[src/hw/rtl/tcw_pkg.sv]
`timescale 1ns / 1ps
// ----------------------------------------------------------------------------
// Text console writer package
// Shared codes, command types and constants of the teletype engine.
// ----------------------------------------------------------------------------
package tcw_pkg;

  // Item kinds on the input channel.
  localparam logic [1:0] KIND_PUT    = 2'd0;
  localparam logic [1:0] KIND_SETCUR = 2'd1;
  localparam logic [1:0] KIND_CLEAR  = 2'd2;
  localparam logic [1:0] KIND_READ   = 2'd3;

  // Control characters and the blank character.
  localparam logic [7:0] CH_NL    = 8'h0A;
  localparam logic [7:0] CH_CR    = 8'h0D;
  localparam logic [7:0] CH_TAB   = 8'h09;
  localparam logic [7:0] CH_BS    = 8'h08;
  localparam logic [7:0] CH_SPACE = 8'h20;

  // Attribute after reset and the cell the store holds after reset.
  localparam logic [7:0]  ATTR_RESET = 8'h07;
  localparam logic [15:0] BLANK_RST  = {ATTR_RESET, CH_SPACE};

  // Register map of the configuration port.
  localparam logic REG_COLOR_ATTR = 1'b0;

  // Command queue between front and back.
  localparam int QDEPTH = 2;
  localparam int QPW    = $clog2(QDEPTH);
  localparam int QCW    = $clog2(QDEPTH + 1);

  typedef enum logic [2:0] {
    OP_CHAR,
    OP_NL,
    OP_CR,
    OP_TAB,
    OP_BS,
    OP_SETCUR,
    OP_CLEAR,
    OP_READ
  } op_e;

  // Column and row are already clamped to the screen.
  typedef struct packed {
    op_e        op;
    logic [7:0] char_code;
    logic [7:0] col;
    logic [7:0] row;
  } cmd_t;

  typedef struct packed {
    logic valid;
    cmd_t cmd;
  } cmd_req_t;

  typedef struct packed {
    logic pop;
    logic init_busy;
  } back_stat_t;

endpackage

[src/hw/rtl/tcw_if.sv]
`timescale 1ns / 1ps
// ----------------------------------------------------------------------------
// Text console writer channels
// Valid/ready channels for console items and their results.
// ----------------------------------------------------------------------------
interface tcw_in_if;
  logic       valid;
  logic       ready;
  logic [1:0] kind;
  logic [7:0] char_code;
  logic [7:0] col;
  logic [7:0] row;

  modport source (output valid, output kind, output char_code, output col, output row,
                  input ready);
  modport sink   (input valid, input kind, input char_code, input col, input row,
                  output ready);
endinterface


[src/hw/rtl/tcw_front.sv]
`timescale 1ns / 1ps
// ----------------------------------------------------------------------------
// Text console writer front end
// Accepts items, decodes them into commands with clamped positions and
// holds them in a short queue for the back end.
// ----------------------------------------------------------------------------
module tcw_front import tcw_pkg::*; #(
  parameter int SCREEN_COLS = 80,
  parameter int SCREEN_ROWS = 25
) (
  input  logic       clk_i,
  input  logic       rst_ni,
  tcw_in_if.sink     in_i,
  input  back_stat_t stat_i,
  output cmd_req_t   req_o
);

  cmd_t             cmd_in;
  cmd_t             queue_q [QDEPTH];
  logic [QPW-1:0]   wptr_q, wptr_d;
  logic [QPW-1:0]   rptr_q, rptr_d;
  logic [QCW-1:0]   count_q, count_d;
  logic             push;

  always_comb begin
    cmd_in.char_code = in_i.char_code;
    cmd_in.col = (in_i.col >= 8'(SCREEN_COLS)) ? 8'(SCREEN_COLS - 1) : in_i.col;
    cmd_in.row = (in_i.row >= 8'(SCREEN_ROWS)) ? 8'(SCREEN_ROWS - 1) : in_i.row;
    unique case (in_i.kind)
      KIND_PUT: begin
        unique case (in_i.char_code)
          CH_NL:   cmd_in.op = OP_NL;
          CH_CR:   cmd_in.op = OP_CR;
          CH_TAB:  cmd_in.op = OP_TAB;
          CH_BS:   cmd_in.op = OP_BS;
          default: cmd_in.op = OP_CHAR;
        endcase
      end
      KIND_SETCUR: cmd_in.op = OP_SETCUR;
      KIND_CLEAR:  cmd_in.op = OP_CLEAR;
      KIND_READ:   cmd_in.op = OP_READ;
      default:     cmd_in.op = OP_CHAR;
    endcase
  end

  // No item enters while the store is still being blanked after reset.
  assign in_i.ready = (count_q != QCW'(QDEPTH)) && !stat_i.init_busy;
  assign push       = in_i.valid && in_i.ready;

  always_comb begin
    wptr_d  = wptr_q;
    rptr_d  = rptr_q;
    count_d = count_q;
    if (push) begin
      wptr_d = (wptr_q == QPW'(QDEPTH - 1)) ? '0 : QPW'(wptr_q + 1'b1);
    end
    if (stat_i.pop) begin
      rptr_d = (rptr_q == QPW'(QDEPTH - 1)) ? '0 : QPW'(rptr_q + 1'b1);
    end
    case ({push, stat_i.pop})
      2'b10:   count_d = QCW'(count_q + 1'b1);
      2'b01:   count_d = QCW'(count_q - 1'b1);
      default: count_d = count_q;
    endcase
  end

  always_ff @(posedge clk_i or negedge rst_ni) begin
    if (!rst_ni) begin
      wptr_q  <= '0;
      rptr_q  <= '0;
      count_q <= '0;
    end else begin
      wptr_q  <= wptr_d;
      rptr_q  <= rptr_d;
      count_q <= count_d;
    end
  end

  always_ff @(posedge clk_i) begin
    if (push) begin
      queue_q[wptr_q] <= cmd_in;
    end
  end

  assign req_o.valid = (count_q != '0);
  assign req_o.cmd   = queue_q[rptr_q];

endmodule

[src/flat_wrapper.sv]
// flat-port wrapper written by rule: the top's interface ports become plain ports
module tcw_front_flat import tcw_pkg::*;
#(
  parameter int SCREEN_COLS = 80,
  parameter int SCREEN_ROWS = 25
)
  (clk_i, rst_ni, stat_i, req_o, in_i_valid, in_i_kind, in_i_char_code, in_i_col, in_i_row, in_i_ready);
  tcw_in_if in_i_i ();
  input  logic clk_i;
  input  logic rst_ni;
  input  back_stat_t stat_i;
  output cmd_req_t req_o;
  input wire logic [$bits(in_i_i.valid)-1:0] in_i_valid;
  input wire logic [$bits(in_i_i.kind)-1:0] in_i_kind;
  input wire logic [$bits(in_i_i.char_code)-1:0] in_i_char_code;
  input wire logic [$bits(in_i_i.col)-1:0] in_i_col;
  input wire logic [$bits(in_i_i.row)-1:0] in_i_row;
  output wire logic [$bits(in_i_i.ready)-1:0] in_i_ready;
  assign in_i_i.valid = in_i_valid;
  assign in_i_i.kind = in_i_kind;
  assign in_i_i.char_code = in_i_char_code;
  assign in_i_i.col = in_i_col;
  assign in_i_i.row = in_i_row;
  assign in_i_ready = in_i_i.ready;
  tcw_front #(.SCREEN_COLS(SCREEN_COLS), .SCREEN_ROWS(SCREEN_ROWS)) u_core (.clk_i(clk_i), .rst_ni(rst_ni), .in_i(in_i_i), .stat_i(stat_i), .req_o(req_o));
endmodule
[config.mk]
export PLATFORM = sky130hd
export DESIGN_NAME = tcw_front_flat
export DESIGN_NICKNAME = d
export VERILOG_FILES = /design/src/hw/rtl/tcw_pkg.sv /design/src/hw/rtl/tcw_if.sv /design/src/hw/rtl/tcw_front.sv /design/src/flat_wrapper.sv
export SDC_FILE = /design/constraint.sdc
export NUM_CORES = 1
export LEC_CHECK = 0
export BUFFER_PORTS_ARGS = -buffer_cell sky130_fd_sc_hd__buf_4
export CAP_MARGIN = 20
export CORE_MARGIN = 4
export CORE_UTILIZATION = 56
export CTS_CLUSTER_DIAMETER = 60
export DETAILED_ROUTE_END_ITERATION = 12
export GPL_ROUTABILITY_DRIVEN = 0
export GPL_TIMING_DRIVEN = 1
export PLACE_DENSITY = 0.84
export SKIP_LAST_GASP = 1
export SYNTH_ARGS = -nofsm -noshare
export SYNTH_HDL_FRONTEND = slang
export SYNTH_SLANG_ARGS = --single-unit
[constraint.sdc]
create_clock -name clk_i -period 4.9 [get_ports clk_i]
set_input_delay 0.735 -clock clk_i [delete_from_list [all_inputs] [get_ports clk_i]]
set_output_delay 0.735 -clock clk_i [all_outputs]
set_load 0.1 [all_outputs]
==> summary.md, run 1 <==
| Metric | Value |
|---|---|
| Status | finished, final reports clean |
| Final Non-Filler Cells | 261 |
| Crit start category | flip-flop |
| # hold bufs at CTS | 0 |
| Req. time, crit path | 4.16 ns |
| CTS buffer count | 9 |
| Synth Cell Area | 2322 sq um |
| Endpoints failing setup | 0 |
| Vias in the first global route | 1437 |
| Worst-path fanout max | 20 |
| Post-cts sizing count | 0 |
| Unrepaired setup endpoints after global routing | no |
| Fin crit period | 2.525 ns |
| Grt ovf | 0 |
| Die ar. | 5241 sq um |
| CP arrival | 1.79 ns |
| R2R Path Start | u_core.count_q[1]$_DFFE_PN0P_ |
| Synth cell types | 25 |
| H-tree depth | 3 |
| Detail Placement HPWL | 2925 um |
| Reg clk slew, reported paths | 0.07 ns |
| IO Port Bufs | 59 |
| # Post-CTS Setup Buffers | 0 |
| Clk buf depth | 2 |
| Nets | 238 |
| Post-synthesis cell count | 129 |
| R2R depth | 4 |
| DR pass1 iterations | 4 |
| Avg Cell Area, Syn | 18.00 sq um |
| Endpoints failing hold | 0 |
| Layout area overhead | 34.37% |
| Seq/Total Area, Yosys | 74.14% |
| Drc violations | 0 |
| Worst-Skew Late Latency | 0.33 ns |
| Chip Height | 72.40 um |
| Via-to-Cell Ratio | 5.257 |
| Root Buffer | clkbuf_8 |
| FP Rows | 23 |
| Max-cap violations | 0 |
| Antenna cell count | 0 |
| Setup TNS | 0 ns |
| Max-slew violation count | 0 |
| Final core occ | 78.01% |
| Routed len/inst | 17.11 um |
| Most common cell after layout, fill and taps aside | buf_4 |
| CP Capture Type | primary output |
| Fillers | 238 |
| Share of layout cells above drive strength 1 | 52.61% |
| Fmax | 396.0 MHz |
| Reg-to-Reg End | u_core.queue_q[0][15]$_DFFE_PP_ |
| Global-route usage over all layers | 18.20% |
| Clock Skews | 0.01023 ns |
| Io pins | 60 |
| First-pass GRT wire length | 6803 um |
| Starting DRT DRC Count | 84 |
| Routed wire length | 4465 um |
| Core area | 4000 sq um |
| CTS tree | yes |
| Pin count of the biggest net entering global routing | 29 |
| Placed instance count | 244 |
| Die X-Extent | 72.40 um |
| Worst slew margin | 64.28% |
| Clock sink total | 58 |
| Vias | 1372 |
| Setup CP Type | reg2out |
| Total number of yosys warnings | 0 |
| Post-route ant nets | 0 |
| Starting Density | 58.05% |
| Type of the most critical hold path | in2async |
| Setup crit start | u_core.rptr_q$_DFFE_PN0P_ |
| Part of the cycle the worst path needs | 51.53% |
| Commonest cells after routing, fill and taps aside | buf_4 (61), edfxtp_1 (54), mux2_2 (27) |
| Initial antenna violation count | 0 |
| Reg2Reg Setup Slack | 3.06 ns |
| Flops & latches, synth | 58 |
| Critical Path End | req_o[26] |
| Tightest Pin Transition | 0.5352 ns |
## routing by layer
metal  global-route usage [%]  vias to the layer above  share of wire (%)
met5                        0                        -                  0
met4                    12.30                        0                3.6
met3                    5.125                       13                6.6
met2                    30.84                       53                 53
met1                    19.72                      664                 37
li1                         -                      642                  -
## kinds of logic (layout without fill, tap and decap cells)
logic type / after synthesis / count (layout) / synth area share (%)
flip-flops: 58 / 58 / 74.14
AO/OA/AOI/OAI: 7 / 7 / 3.071
buffers and inverters: 9 / 84 / 1.831
multiplexers: 27 / 27 / 13.09
AND/OR/NAND/NOR: 20 / 20 / 4.903
XOR/XNOR: 6 / 6 / 2.263
other: 1 / 8 / 0.1615
adder cells (fa/ha/maj): 1 / 1 / 0.5387
## per-stage QoR
step / hold slack (ns) / instance area [sq um] / setup slack (ns)
after floorplan: 0.4394 / 2349 / 1.372
after global placement: 0.5069 / 2851 / 2.381
after detailed placement: 0.5002 / 2851 / 2.378
after CTS: 0.1644 / 3093 / 1.982
after global routing: 0.1661 / 3120 / 2.297
final: 0.1838 / 3120 / 2.375
## cell type report
type	instances	area, sq um	area share, %
timing repair buffer	62	485.5	15.56
sequential	58	1722	55.17
clock buffer	9	123.9	3.970
tap	50	62.56	2.005
multi-input combinational	69	586.8	18.81
clock inverter	7	117.6	3.769
inverter	6	22.52	0.7217
## state kept, by name (all words and copies together) (netlist names)
register and flops:
u_core.queue_q 54, u_core.rptr_q 1, u_core.wptr_q 1, u_core.count_q 2
## Yosys cell counts (all sizes together)
library cell | number | area share, %
nor4 | 1 | 0.54
dfrtp | 4 | 4.3
o41ai | 2 | 1.1
conb | 1 | 0.16
a2111oi | 1 | 0.65
ha | 1 | 0.54
or4 | 2 | 0.65
and3 | 1 | 0.27
a21oi | 1 | 0.22
o21a | 1 | 0.32
or2 | 1 | 0.27
mux2 | 27 | 13
nand2 | 2 | 0.32
or3 | 4 | 1.1
a41o | 1 | 0.48
xor2 | 1 | 0.38
edfxtp | 54 | 70
nor2 | 6 | 0.97
o211ai | 1 | 0.32
buf | 3 | 0.86
xnor2 | 5 | 1.9
and2 | 3 | 0.81
inv | 6 | 0.97
## worst max-delay path: stages, from the launching register on
cell and delay, ns:
dfrtp_1 0.62, buf_16 0.22, mux2_2 0.36, buf_4 0.24
## how the worst min path moves through the flow
stage	start	to	cells past startpoint
global placement	u_core.wptr_q$_DFFE_PN0P_	u_core.wptr_q$_DFFE_PN0P_	1
detailed placement	u_core.wptr_q$_DFFE_PN0P_	u_core.wptr_q$_DFFE_PN0P_	1
CTS	rst_ni	u_core.rptr_q$_DFFE_PN0P_	1
global route	rst_ni	u_core.count_q[1]$_DFFE_PN0P_	1
finish	rst_ni	u_core.wptr_q$_DFFE_PN0P_	1
floorplan	rst_ni	u_core.count_q[0]$_DFFE_PN0P_	0
Power of run 1 is left out: the tool's default activity adds up to more than one toggle a clock period on the data nets, which glitch-free logic cannot reach.
==> inputs of run 2 (changes only) <==
Settings changed: CORE_UTILIZATION 56 to 52, PLACE_DENSITY 0.84 to 0.79.
Clock period 4.9 ns to 2.4 ns, I/O delays scaled along.
==> summary.md, run 2 (same netlist as run 1, synthesis figures left out) <==
| Metric | Value |
|---|---|
| Reg clk slew, reported paths | 0.06 ns (about the same) |
| Initial antenna violation count | 0 (unchanged) |
| Fillers | 292 (+23%) |
| CP Capture Type | primary output |
| Starting Density | 53.70% (-4.4 points) |
| Grt ovf | 0 (unchanged) |
| Most common cell after layout, fill and taps aside | buf_4 |
| Share of layout cells above drive strength 1 | 50.23% (-2.4 points) |
| Endpoints failing hold | 0 (unchanged) |
| Antenna cell count | 0 (unchanged) |
| Routed wire length | 4177 um (-6.5%) |
| CTS tree | yes |
| Routed len/inst | 15.76 um (-7.9%) |
| Largest Register | u_core.queue_q |
| Endpoints failing setup | 0 (unchanged) |
| # Post-CTS Setup Buffers | 0 (unchanged) |
| Clock Skews | 0.006454 ns (-0.003773 ns) |
| Worst-Skew Late Latency | 0.32 ns (about the same) |
| Unrepaired setup endpoints after global routing | no |
| Io pins | 60 (unchanged) |
| Status | finished, final reports clean |
| Worst hold start | stat_i[1] |
| Die X-Extent | 74.83 um (+3.4%) |
| Commonest cells after routing, fill and taps aside | buf_4 (63), edfxtp_1 (54), mux2_2 (27) |
| CP arrival | 1.78 ns (about the same) |
| Root Buffer | clkbuf_8 |
| Worst-path fanout max | 11 (-45%) |
| Placed instance count | 248 (+1.6%) |
| Fin crit period | 2.139 ns |
| Part of the cycle the worst path needs | 89.11% |
| Biggest regs | u_core.queue_q (54), u_core.count_q (2) |
| Largest register FFs | 54 (unchanged) |
| Via-to-Cell Ratio | 5.109 (-2.8%) |
| Pin count of the biggest net entering global routing | 28 (-3.4%) |
| Vias | 1354 (-1.3%) |
| Vias in the first global route | 1433 (-0.28%) |
| Max-slew violation count | 0 (unchanged) |
| Chip Height | 74.83 um (+3.4%) |
| Global-route usage over all layers | 16.30% (-1.9 points) |
| Core area | 4324 sq um (+8.1%) |
| Nets | 240 (+0.84%) |
| Max-cap violations | 0 (unchanged) |
| Clock sink total | 58 (unchanged) |
| Crit start category | flip-flop |
| IO Port Bufs | 59 (unchanged) |
| FF/Latch Area | 1722 sq um (unchanged) |
| Setup crit start | u_core.rptr_q$_DFFE_PN0P_ |
| Setup CP Type | reg2out |
| CTS buffer count | 9 (unchanged) |
| FP Rows | 24 (+4.3%) |
| Req. time, crit path | 2.04 ns (-2.12 ns) |
| Drc violations | 0 (unchanged) |
| R2R Path Start | u_core.count_q[0]$_DFFE_PN0P_ |
| DR pass1 iterations | 2 (-2) |
| Layout area overhead | 30.98% |
| Area occupied by multi-input gates | 598.1 sq um (+1.9%) |
| Setup TNS | 0 ns (unchanged) |
| First-pass GRT wire length | 6396 um (-6.0%) |
| Type of the most critical hold path | in2reg |
| Post-route ant nets | 0 (unchanged) |
| Die ar. | 5599 sq um (+6.8%) |
| Final Non-Filler Cells | 265 (+1.5%) |
| H-tree depth | 3 (unchanged) |
| Fmax | 467.6 MHz |
| Detail Placement HPWL | 3000 um (+2.6%) |
| Clk buf depth | 2 (unchanged) |
| Starting DRT DRC Count | 74 (-12%) |
-- run 2: cell count changes in the layout (fill, tap and decap cells not counted), sizes merged --
cell,change
clkinv,+5
clkbuf,+1
buf,+1
dlygate4sd3,+1
clkinvlp,-3
bufinv,-3
-- run 2: per-layer routing --
layer  up-vias  GRT usage [%]  part of all wire (%)
met2        46          27.56                    53
met4         0          12.65                   3.7
li1        643              -                     -
met3        17          5.207                   6.1
met5         -              0                     0
met1       648          16.53                    38
-- run 2: area by class of cell --
type	instances	area share, %
clock buffers	10	4.196
flip-flops and latches	58	56.60
well taps	52	2.139
inverters	6	0.7404
clock inverters	6	0.7816
repair buffers	64	15.88
multi-input cells	69	19.66
-- run 2: stage by stage --
stage	setup slack [ns]	hold slack, ns	util (%)	area (sq um)
floorplan	0.1084	0.06441	-	2360
global placement	0.6335	0.1600	66.61	2880
detailed placement	0.5939	0.1591	66.61	2880
CTS	0.2366	0.2113	70.34	3042
global route	0.1790	0.2069	70.34	3042
finish	0.2615	0.2262	70.34	3042
-- run 2: path summary, 6_finish.rpt --
kind                                                    to  slack, ns  cells past startpoint
min in group asynchronous    u_core.count_q[0]$_DFFE_PN0P_       0.36                      2
setup reg to reg           u_core.queue_q[1][24]$_DFFE_PP_       0.86                      4
hold reg to reg                  u_core.wptr_q$_DFFE_PN0P_       0.53                      1
setup / recovery                                  req_o[1]       0.26                      3
max in group asynchronous    u_core.count_q[1]$_DFFE_PN0P_       1.94                      2
hold / removal                   u_core.rptr_q$_DFFE_PN0P_       0.23                      2
-- run 2: what timing repair did --
action	CTS	global route
hold endpoints to repair	4	0
gates resized for setup	0	0
hold buffers	1	0
-- run 2: worst max-delay path: stages (launching register included) --
cell and delay (ns):
dfrtp_1 0.58, buf_4 0.28, mux2_2 0.36, buf_4 0.23
Power of run 2 is left out for the same reason.
==> inputs of run 3 (changes only) <==
Settings changed: ABC_AREA set to 1, CORE_UTILIZATION 52 to 53, SETUP_SLACK_MARGIN set to 0.4.
==> summary.md, run 3 <==
| Metric | Value |
|---|---|
| Status | finished, final reports clean |
| Worst hold start | stat_i[1] |
| Drc violations | 0 (unchanged) |
| Global-route usage over all layers | 16.32% (+0.028 points) |
| Detail Placement HPWL | 3085 um (+2.8%) |
| Largest register FFs | 54 (unchanged) |
| Setup TNS | 0 ns (unchanged) |
| Core area | 4474 sq um (+3.5%) |
| Worst Hold End | u_core.rptr_q$_DFFE_PN0P_ |
| Post-synth EDFFs | 54 (unchanged) |
| Req. time, crit path | 2.04 ns (about the same) |
| Hold path depth | 2 (unchanged) |
| Avg Cell Area, Syn | 14.81 sq um (-18%) |
| Area occupied by multi-input gates | 673.1 sq um (+13%) |
| Switching Fraction | 48.35% |
| Die X-Extent | 76.72 um (+2.5%) |
| Antenna cell count | 0 (unchanged) |
| CTS buffer count | 9 (unchanged) |
| Starting Density | 55.93% (+2.2 points) |
| Fin crit period | 1.928 ns (-0.2109 ns) |
| Fillers | 315 (+7.9%) |
| Synth Flop Type | edfxtp_1 |
| Post-synth top area share | 64.80% (-5.0 points) |
| Chip Height | 76.72 um (+2.5%) |
| Pin count of the biggest net entering global routing | 28 (unchanged) |
| Routed len/inst | 14.18 um (-10%) |
| Setup CP Type | reg2out |
| Max VDD drop | 0.0008710 V |
| FP Rows | 24 (unchanged) |
| Layout area overhead | 28.25% |
| Seq/Total Area, Yosys | 68.80% (-5.3 points) |
| Endpoints failing hold | 0 (unchanged) |
| Commonest cells after routing, fill and taps aside | buf_4 (60), edfxtp_1 (54), inv_1 (26) |
| Ranking of synthesized cells by area | edfxtp_1 (65%), mux2_4 (11%), inv_1 (4.1%) |
| CP arrival | 1.57 ns (-0.21 ns) |
| DP Area | 3043 sq um (+5.6%) |
| Clock share of power | 16.2% |
| FF/Latch Area | 1722 sq um (unchanged) |
| Worst setup margin | 0.4724 ns (+0.2109 ns) |
| P_leak | 1.391 nW |
| Starting DRT DRC Count | 79 (+6.8%) |
| Crit start category | flip-flop |
| Total number of yosys warnings | 0 (unchanged) |
| Nets | 279 (+16%) |
| Most common cell after layout, fill and taps aside | buf_4 |
| Final core occ | 71.73% (+1.4 points) |
| Max-slew violation count | 0 (unchanged) |
| Reg2Reg Setup Slack | 0.71 ns (-0.15 ns) |
| Die ar. | 5885 sq um (+5.1%) |
| Vias in the first global route | 1546 (+7.9%) |
| Max-cap violations | 0 (unchanged) |
| Combinational power share | 53.0% |
| Reg clk slew, reported paths | 0.05 ns (about the same) |
| First-pass GRT wire length | 7293 um (+14%) |
| Clk buf depth | 2 (unchanged) |
| CP Capture Type | primary output |
| # Post-CTS Setup Buffers | 0 (unchanged) |
| Clock Skews | 0.007825 ns (+0.001371 ns) |
| Endpoints failing setup | 0 (unchanged) |
| Routed wire length | 4310 um (+3.2%) |
| DR pass1 iterations | 5 (+3) |
| Share of layout cells above drive strength 1 | 42.06% (-8.2 points) |
| Type of the most critical hold path | in2reg |
| Sw Pwr | 2.072 mW |
| CTS tree | yes |
| Via-to-Cell Ratio | 4.878 (-4.5%) |
| Initial antenna violation count | 0 (unchanged) |
| Hold WS | 0.2300 ns (+0.003842 ns) |
| Vias | 1483 (+9.5%) |
| Unrepaired setup endpoints after global routing | no |
| Power Internal | 2.213 mW |
| Final Cell Area | 3209 sq um (+5.5%) |
| Worst-Skew Late Latency | 0.32 ns (about the same) |
| Pwr dens | 1335 nW/um^2 |
| IO Port Bufs | 59 (unchanged) |
| R2R Path Start | u_core.count_q[0]$_DFFE_PN0P_ |
| Io pins | 60 (unchanged) |
| Biggest regs | u_core.queue_q (54), u_core.count_q (2) |
| Part of the cycle the worst path needs | 80.32% (-8.8 points) |
| Reg power frac | 30.8% |
| Reg-to-Reg End | u_core.queue_q[0][4]$_DFFE_PP_ |
| Tightest Pin Transition | 0.6024 ns |
| Dpl ws | 0.6751 ns (+0.08119 ns) |
| Grt ovf | 0 (unchanged) |
| Worst slew margin | 59.75% |
| Count leader, synth | edfxtp_1 |
| R2R depth | 4 (unchanged) |
| Post-synthesis cell count | 169 (+31%) |
| Clock sink total | 58 (unchanged) |
| H-tree depth | 3 (unchanged) |
| Asr flop ratio synth | 6.897% (unchanged) |
| Post-route ant nets | 0 (unchanged) |
| Worst-path fanout max | 21 (+10) |
| Fmax | 518.8 MHz (+11%) |
| Synth cell types | 20 (-20%) |
| Synth Cell Area | 2502 sq um (+7.8%) |
| Synth top cells by count | edfxtp_1 (54), inv_1 (27), nand2_1 (25) |
| Flops & latches, synth | 58 (unchanged) |
| Root Buffer | clkbuf_8 |
| Post-synth top area cell | edfxtp_1 |
| Largest Register | u_core.queue_q |
## run 3: cell types whose count changed in the layout (fill, tap and decap cells not counted), moves of 4 or more
| cell | change |
|---|---|
| nand2_1 | +23 |
| inv_1 | +20 |
| mux2_2 | -19 |
| mux2_4 | +19 |
| nand3_1 | +5 |
| nor2_1 | +5 |
| or3_1 | -4 |
| xnor2_1 | -4 |
## run 3: stage by stage
step	total power, mW	std cells
floorplan	3.270	176
global placement	3.585	287
global route	4.453	304
CTS	4.331	304
detailed placement	3.616	287
finish	4.286	304
## run 3: worst max path at each step
stage	from	endpoint	slack, ns
floorplan	u_core.count_q[0]$_DFFE_PN0P_	u_core.queue_q[0][0]$_DFFE_PP_	0.44
global placement	u_core.count_q[0]$_DFFE_PN0P_	u_core.queue_q[0][18]$_DFFE_PP_	0.74
detailed placement	u_core.count_q[0]$_DFFE_PN0P_	u_core.queue_q[0][21]$_DFFE_PP_	0.68
CTS	u_core.rptr_q$_DFFE_PN0P_	req_o[10]	0.45
global route	u_core.rptr_q$_DFFE_PN0P_	req_o[13]	0.40
finish	u_core.rptr_q$_DFFE_PN0P_	req_o[10]	0.47
## run 3: metal layers
layer / share of wire [%] / vias to the layer above / global-route usage [%]
li1: - / 730 / -
met1: 41 / 689 / 19.45
met2: 48 / 57 / 26.13
met3: 8.8 / 7 / 6.206
met4: 1.9 / 0 / 7.609
met5: 0 / - / 0
## run 3: logic make-up (layout without fill, tap and decap cells)
logic type               after synthesis  after routing  synth area share (%)
adder cells (fa/ha/maj)                1              1                0.4999
flip-flops                            58             58                 68.80
XOR/XNOR                               2              2                0.7001
other                                  1              8                0.1499
AND/OR/NAND/NOR                       48             48                 8.200
buffers and inverters                 30            106                 6.100
AO/OA/AOI/OAI                          2              2                0.5499
multiplexers                          27             27                 15.00
## run 3: layout make-up
cell class	instances	share of cell area [%]
inverters	27	3.275
repair buffers	63	15.32
flip-flops and latches	58	53.65
multi-input cells	88	20.97
clock inverters	5	0.6628
well taps	52	2.027
clock buffers	11	4.094
## run 3: power by group through the flow
stage	Clock, mW	Sequential (mW)	Combinational [mW]
global route	0.764	1.33	2.36
floorplan	0	1.32	1.95
finish	0.695	1.32	2.27
global placement	0	1.33	2.25
detailed placement	0	1.34	2.28
CTS	0.720	1.32	2.29
## run 3: repair_timing
item / in CTS / in global routing
gates resized for setup: 1 / 0
hold endpoints to repair: 4 / 0
setup endpoints to repair: 7 / 0
hold buffers: 1 / 0
## run 3: worst max-delay path: stages (launching register included)
cell	delay [ns]
dfrtp_1	0.36
buf_6	0.26
mux2_2	0.38
buf_4	0.24
Power figures use the tool's default switching activity.
